### src/rtl/core/iis_pkg.sv
// Shared sizes, types and helpers for the integral image stream block.
package iis_pkg;

    // Largest frame the line store and counters are built for.
    localparam int MAX_WIDTH  = 2048;
    localparam int MAX_HEIGHT = 2048;

    // Field and state widths.
    localparam int PIX_W    = 8;
    localparam int CFG_W    = 12;
    localparam int COL_W    = $clog2(MAX_WIDTH);
    localparam int ROW_W    = $clog2(MAX_HEIGHT);
    localparam int ROWSUM_W = PIX_W + COL_W;
    localparam int SUM_W    = 30;

    // Register file.
    localparam int CFG_IDX_W = 1;

    typedef enum logic [CFG_IDX_W-1:0] {
        REG_IMAGE_WIDTH  = 1'b0,
        REG_IMAGE_HEIGHT = 1'b1
    } iis_reg_t;

    localparam logic [CFG_W-1:0] SIZE_RESET = CFG_W'(2048);

    // One pixel on its way from the scan counters to the line-store stage.
    typedef struct packed {
        logic [COL_W-1:0]    col;
        logic [ROWSUM_W-1:0] row_sum;
        logic                first_row;
        logic                row_end;
        logic                frame_end;
    } iis_item_t;

    // Last valid position for a size register: zero acts as one, oversize saturates.
    function automatic logic [31:0] last_pos(input logic [CFG_W-1:0] size, input int maxv);
        logic [31:0] v;
        v = 32'(size);
        if (v == 32'd0)
            return 32'd0;
        else if (v > 32'(maxv))
            return 32'(maxv) - 32'd1;
        else
            return v - 32'd1;
    endfunction

endpackage

### src/rtl/core/iis_scan_ctrl.sv
// Size registers, raster counters and the running row sum.
module iis_scan_ctrl import iis_pkg::*;
(
    input  logic                 clk,
    input  logic                 rst_n,
    input  logic                 cfg_we,
    input  logic [CFG_IDX_W-1:0] cfg_index,
    input  logic [CFG_W-1:0]     cfg_data,
    input  logic                 accept,
    input  logic [PIX_W-1:0]     pixel,
    output iis_item_t            item
);

    logic [CFG_W-1:0]    width_reg,   width_next;
    logic [CFG_W-1:0]    height_reg,  height_next;
    logic [COL_W-1:0]    col_reg,     col_next;
    logic [ROW_W-1:0]    row_reg,     row_next;
    logic [ROWSUM_W-1:0] row_sum_reg, row_sum_next;

    logic [COL_W-1:0]    last_col_pos;
    logic [ROW_W-1:0]    last_row_pos;
    logic [ROWSUM_W-1:0] sum_here;
    logic                last_col;
    logic                last_row;

    always_comb
    begin
        width_next  = width_reg;
        height_next = height_reg;
        if (cfg_we)
        begin
            case (iis_reg_t'(cfg_index))
                REG_IMAGE_WIDTH:  width_next  = cfg_data;
                REG_IMAGE_HEIGHT: height_next = cfg_data;
                default:          ;
            endcase
        end
    end

    assign last_col_pos = COL_W'(last_pos(width_reg, MAX_WIDTH));
    assign last_row_pos = ROW_W'(last_pos(height_reg, MAX_HEIGHT));
    assign last_col     = (col_reg >= last_col_pos);
    assign last_row     = (row_reg >= last_row_pos);
    assign sum_here     = row_sum_reg + ROWSUM_W'(pixel);

    always_comb
    begin
        col_next     = col_reg;
        row_next     = row_reg;
        row_sum_next = row_sum_reg;
        if (accept)
        begin
            if (last_col)
            begin
                col_next     = '0;
                row_sum_next = '0;
                row_next     = last_row ? '0 : row_reg + ROW_W'(1);
            end
            else
            begin
                col_next     = col_reg + COL_W'(1);
                row_sum_next = sum_here;
            end
        end
    end

    always_ff @(posedge clk or negedge rst_n)
    begin
        if (!rst_n)
        begin
            width_reg   <= SIZE_RESET;
            height_reg  <= SIZE_RESET;
            col_reg     <= '0;
            row_reg     <= '0;
            row_sum_reg <= '0;
        end
        else
        begin
            width_reg   <= width_next;
            height_reg  <= height_next;
            col_reg     <= col_next;
            row_reg     <= row_next;
            row_sum_reg <= row_sum_next;
        end
    end

    always_comb
    begin
        item.col       = col_reg;
        item.row_sum   = sum_here;
        item.first_row = (row_reg == '0);
        item.row_end   = last_col;
        item.frame_end = last_col && last_row;
    end

endmodule

### config.mk
export PLATFORM = sky130hd
export DESIGN_NAME = iis_scan_ctrl
export DESIGN_NICKNAME = d
export VERILOG_FILES = /design/src/rtl/core/iis_pkg.sv /design/src/rtl/core/iis_scan_ctrl.sv
export SDC_FILE = /design/constraint.sdc
export NUM_CORES = 1
export LEC_CHECK = 0
export BUFFER_PORTS_ARGS = -buffer_cell sky130_fd_sc_hd__buf_2
export CORE_UTILIZATION = 45
export CTS_CLUSTER_SIZE = 14
export DETAILED_ROUTE_END_ITERATION = 8
export GPL_ROUTABILITY_DRIVEN = 0
export RECOVER_POWER = 50
export SYNTH_ARGS = -nofsm -noshare
export SYNTH_HDL_FRONTEND = slang
export SYNTH_SLANG_ARGS = --single-unit
### constraint.sdc
create_clock -name clk -period 8.3 [get_ports clk]
set_input_delay 1.66 -clock clk [delete_from_list [all_inputs] [get_ports clk]]
set_output_delay 1.66 -clock clk [all_outputs]
set_load 0.1 [all_outputs]
Word level (Yosys, flattened, before mapping)

Cells that the tools add are included.

Register bits: 65
Output and inout bits: 33
Word-level logic and storage cells: 29

$add $sub $neg: 5
$lt $le $gt $ge: 4
Mux-type cells: 7
Bitwise operators: 1
Reductions and logical operators: 7

Operators by type and width:

| kind                                               | number |
|---|---|
| two-way mux 11 bit                                 | 6 |
| > comparator 12 bit, second input constant         | 2 |
| zero test 12 bit                                   | 2 |
| adder 11 x 1 -> 11 bit, second input constant      | 2 |
| >= comparator 11 bit                               | 2 |
| subtractor 11 x 1 -> 11 bit, second input constant | 2 |
| adder 19 x 8 -> 19 bit                             | 1 |
| two-way mux 19 bit                                 | 1 |
| zero test 11 bit                                   | 1 |
| AND reduction 2 bit                                | 3 |
| logical AND 1 bit                                  | 1 |
| NOT 1 bit                                          | 1 |

Depth between registers and ports, before layout

Word-level depth: 5
Depth in mapped cells: 18

Least setup slack after synthesis

No wires, ideal clock.

Path kind: reg2out
From: register width_reg[0]
To: output port item[0] in the netlist's numbering
Arrival time: 4.785 ns
Data required time: 6.640 ns
Setup slack: 1.855 ns
Cell stages (with the launch flop): 16
Cells stage by stage: dfrtp_1 inv_1 ha_1 or3b_4 or4_4 or4b_4 or2_1 buf_6 a21boi_0 ha_1 nor2b_1 o21ai_0 a21oi_1 and2_1 clkbuf_1 a21oi_1

RTL lines:

| what                     | RTL line            | text |
|---|---|---|
| start: declaration       | iis_scan_ctrl.sv:14 | `logic [CFG_W-1:0] width_reg, width_next;` |
| start signal: assignment | iis_scan_ctrl.sv:79 | `width_reg <= width_next;` |
| end: declaration         | iis_scan_ctrl.sv:11 | `output iis_item_t item` |

==> results.txt <==
Area of the die: 10000 um2
Max reg flops: 19
WP data required: 6640 ps
Grt ovf: 0
Layout cells sized above 1: 0.202
DRC: 0
Part of the power in registers: 0.272
ANT cells: 0
Post-synthesis net count: 525
1st-pass router iterations: 4
Clock group share of total power: 0.189
Crit path max fanout: 13
Layout area overhead: 14.4%
Setup TNS: 0 ps
Final-stage net count: 582
Final slew viol count: 66
Post-synthesis sequential area ratio: 0.377
Die Y: 100 um
NetSw: 0.897 mW
Synth top area cells: dfrtp_1, ha_1, mux2_2, xor2_1, a21oi_1
Crit path kind: reg -> out
Clock transition at the registers of the reported paths: 80 ps
Via Count: 3584
Routed Wire Length: 9.78 mm
Post-CTS setup buffers: 0
Most common cell after layout, fill and taps aside: dfrtp_1
P per Cell Area: 333 nW/um2
Vias in the first global route: 3640
Syn. warnings: 0
Slew headroom: -1.38
GRT Overall Usage: 0.218
Cell variety after synth: 55
# fillers: 879
Gate power share: 0.539
Worst-Margin Slew: 3570 ps
IO buf count: 57
Crit path capture type: primary output
Cells after Synth: 464
Final Skew: 8.68 ps
Post-synth EDFFs: 0
Netlist Area Pre-Place: 4330 um2
# clock sinks: 65
Vias/cell: 5.47
H-tree levels: 3
RSZ-0062 raised after global routing: false
IO Count: 58
Peak VDD IR: 308 uV
Final hold slack: 500 ps
Buf/Inv on CP: 3
Post-layout min period: 6410 ps
Max cap viols: 1
P_leak: 2.40 nW
PostCTS Resize Cnt: 0
Placed Cells: 639
PnR Total Power: 1.65 mW
Syn_area_per_cell: 9.32 um2
Most frequent cells in the layout: dfrtp_1, buf_2, nand2_1, ha_1, a21oi_1
CTS Root Cell: clkbuf_8
Wire length per cell: 14.9 um
Final Hold Viols: 0
Hold bufs inserted after CTS: 0
Post-DP HPWL: 7.12 mm
Post-synthesis mux area share: 0.0596
Row Count: 35
Initial antenna violation count: 0
Core area: 9280 um2
Post-route ant nets: 0
Worst hold path type: reg -> reg
Worst path arrival time: 4750 ps
CTS tree: built
Post-synthesis xor/xnor area fraction: 0.0749
Area fraction in compound gates after synthesis: 0.163
Starting DRT DRC Count: 104
Post-synth top area share: 0.364
Bufs on Longest Clock Path: 2
Synth Area in Simple Gates: 0.188
Clock Latency Late Sink: 350 ps
Post-synthesis register bit count: 65
Slack of the worst reg-to-reg path: 3600 ps
Failing checks: max-capacitance violations, max-slew violations
Adder-Cell Fraction of Synth Area: 0.106
Die Wd: 100 um
Top delay family on crit path: simple AND/OR/NAND/NOR gates
Inserted Clock Buffers: 9
Status: finished, violations left
CP cell instances: inv_1, ha_1, or3b_4, or4_4, or4b_4, or2_1, a21boi_0, ha_1, nor2b_1, o21ai_0, a21oi_1, and2_1, inv_1, buf_2
Final Util: 0.533
P_int: 0.751 mW
First-pass GRT wire length: 17.2 mm
Period utilisation layout: 0.772
Top_reg_cell synth: dfrtp_1
Largest net degree at the start of global routing: 66
Sw frac: 0.544
Largest family of logic cells by synthesized area: simple AND/OR/NAND/NOR gates
Critical Path Max Stage Delay: 520 ps
Final cell count without fillers: 655
Final Setup Violations: 0
Synth area leader: dfrtp_1
Max Clock Freq: 156 MHz
Asr flop ratio synth: 1.00
Crit start category: flop
Worst path slowest cell: or4b_4
Initial core utilization: 0.466
==> routing by layer <==
metal | vias up | part of all wire | wire (um) | global-route usage
met5 | - | 0 | 0 | 0
met4 | 0 | 0.013 | 125 | 0.0736
met3 | 13 | 0.033 | 323 | 0.0411
met2 | 64 | 0.46 | 4490 | 0.340
met1 | 1724 | 0.50 | 4840 | 0.304
li1 | 1783 | - | - | -
==> power by group through the flow <==
stage	Combinational [mW]	Clock [mW]	Sequential, mW
floorplan	0.666	0	0.529
global route	0.951	0.336	0.458
detailed placement	0.891	0	0.453
finish	0.888	0.312	0.448
CTS	0.894	0.318	0.448
global placement	0.884	0	0.452
==> Yosys cell counts (5+ instances only) <==
master,instances
nor2_1,28
ha_1,35
and3_1,11
xor2_1,22
inv_1,20
a21o_1,7
nand3_1,16
mux2_2,22
nand2_1,44
dfrtp_1,63
nor2b_1,12
xnor2_1,15
nor3_1,12
a22o_1,16
o21ai_0,32
clkbuf_1,11
nor4_1,5
a21oi_1,33
==> final timing paths <==
path	cells after the start	endpoint	startpoint
worst max-delay path	14	item[1]	width_reg[0]
worst max register to register	15	row_sum_reg[13]	width_reg[0]
worst min register to register	1	row_sum_reg[4]	row_sum_reg[4]
min in group asynchronous	2	row_reg[4]	rst_n
worst min-delay path	1	row_sum_reg[4]	row_sum_reg[4]
max in group asynchronous	2	col_reg[1]	rst_n
==> cells by family after synthesis <==
family | count (synthesis)
buffers and inverters | 34
DFF | 65
xor gates and xnor gates | 37
muxes | 23
AOI/OAI and AO/OA | 112
and+or+nand+nor | 157
adders and majority gates | 36
==> metrics by stage <==
step | area (um2) | worst slack (ps)
5_1_grt | 4950 | 1590
3_3_place_gp | 4730 | 2410
6_report | 4950 | 1890
2_1_floorplan | 4330 | 1860
4_1_cts | 4950 | 1860
3_5_place_dp | 4730 | 2250
==> cell type report <==
type	count	area, um2	share of cell area
repair buffers	59	295	0.0597
clock inverters	7	103	0.0207
inverters	21	78.8	0.0159
multi-input cells	365	2560	0.517
well taps	129	161	0.0326
flip-flops and latches	65	1630	0.329
clock buffers	9	124	0.0250
(Power assumes the default switching activity.)
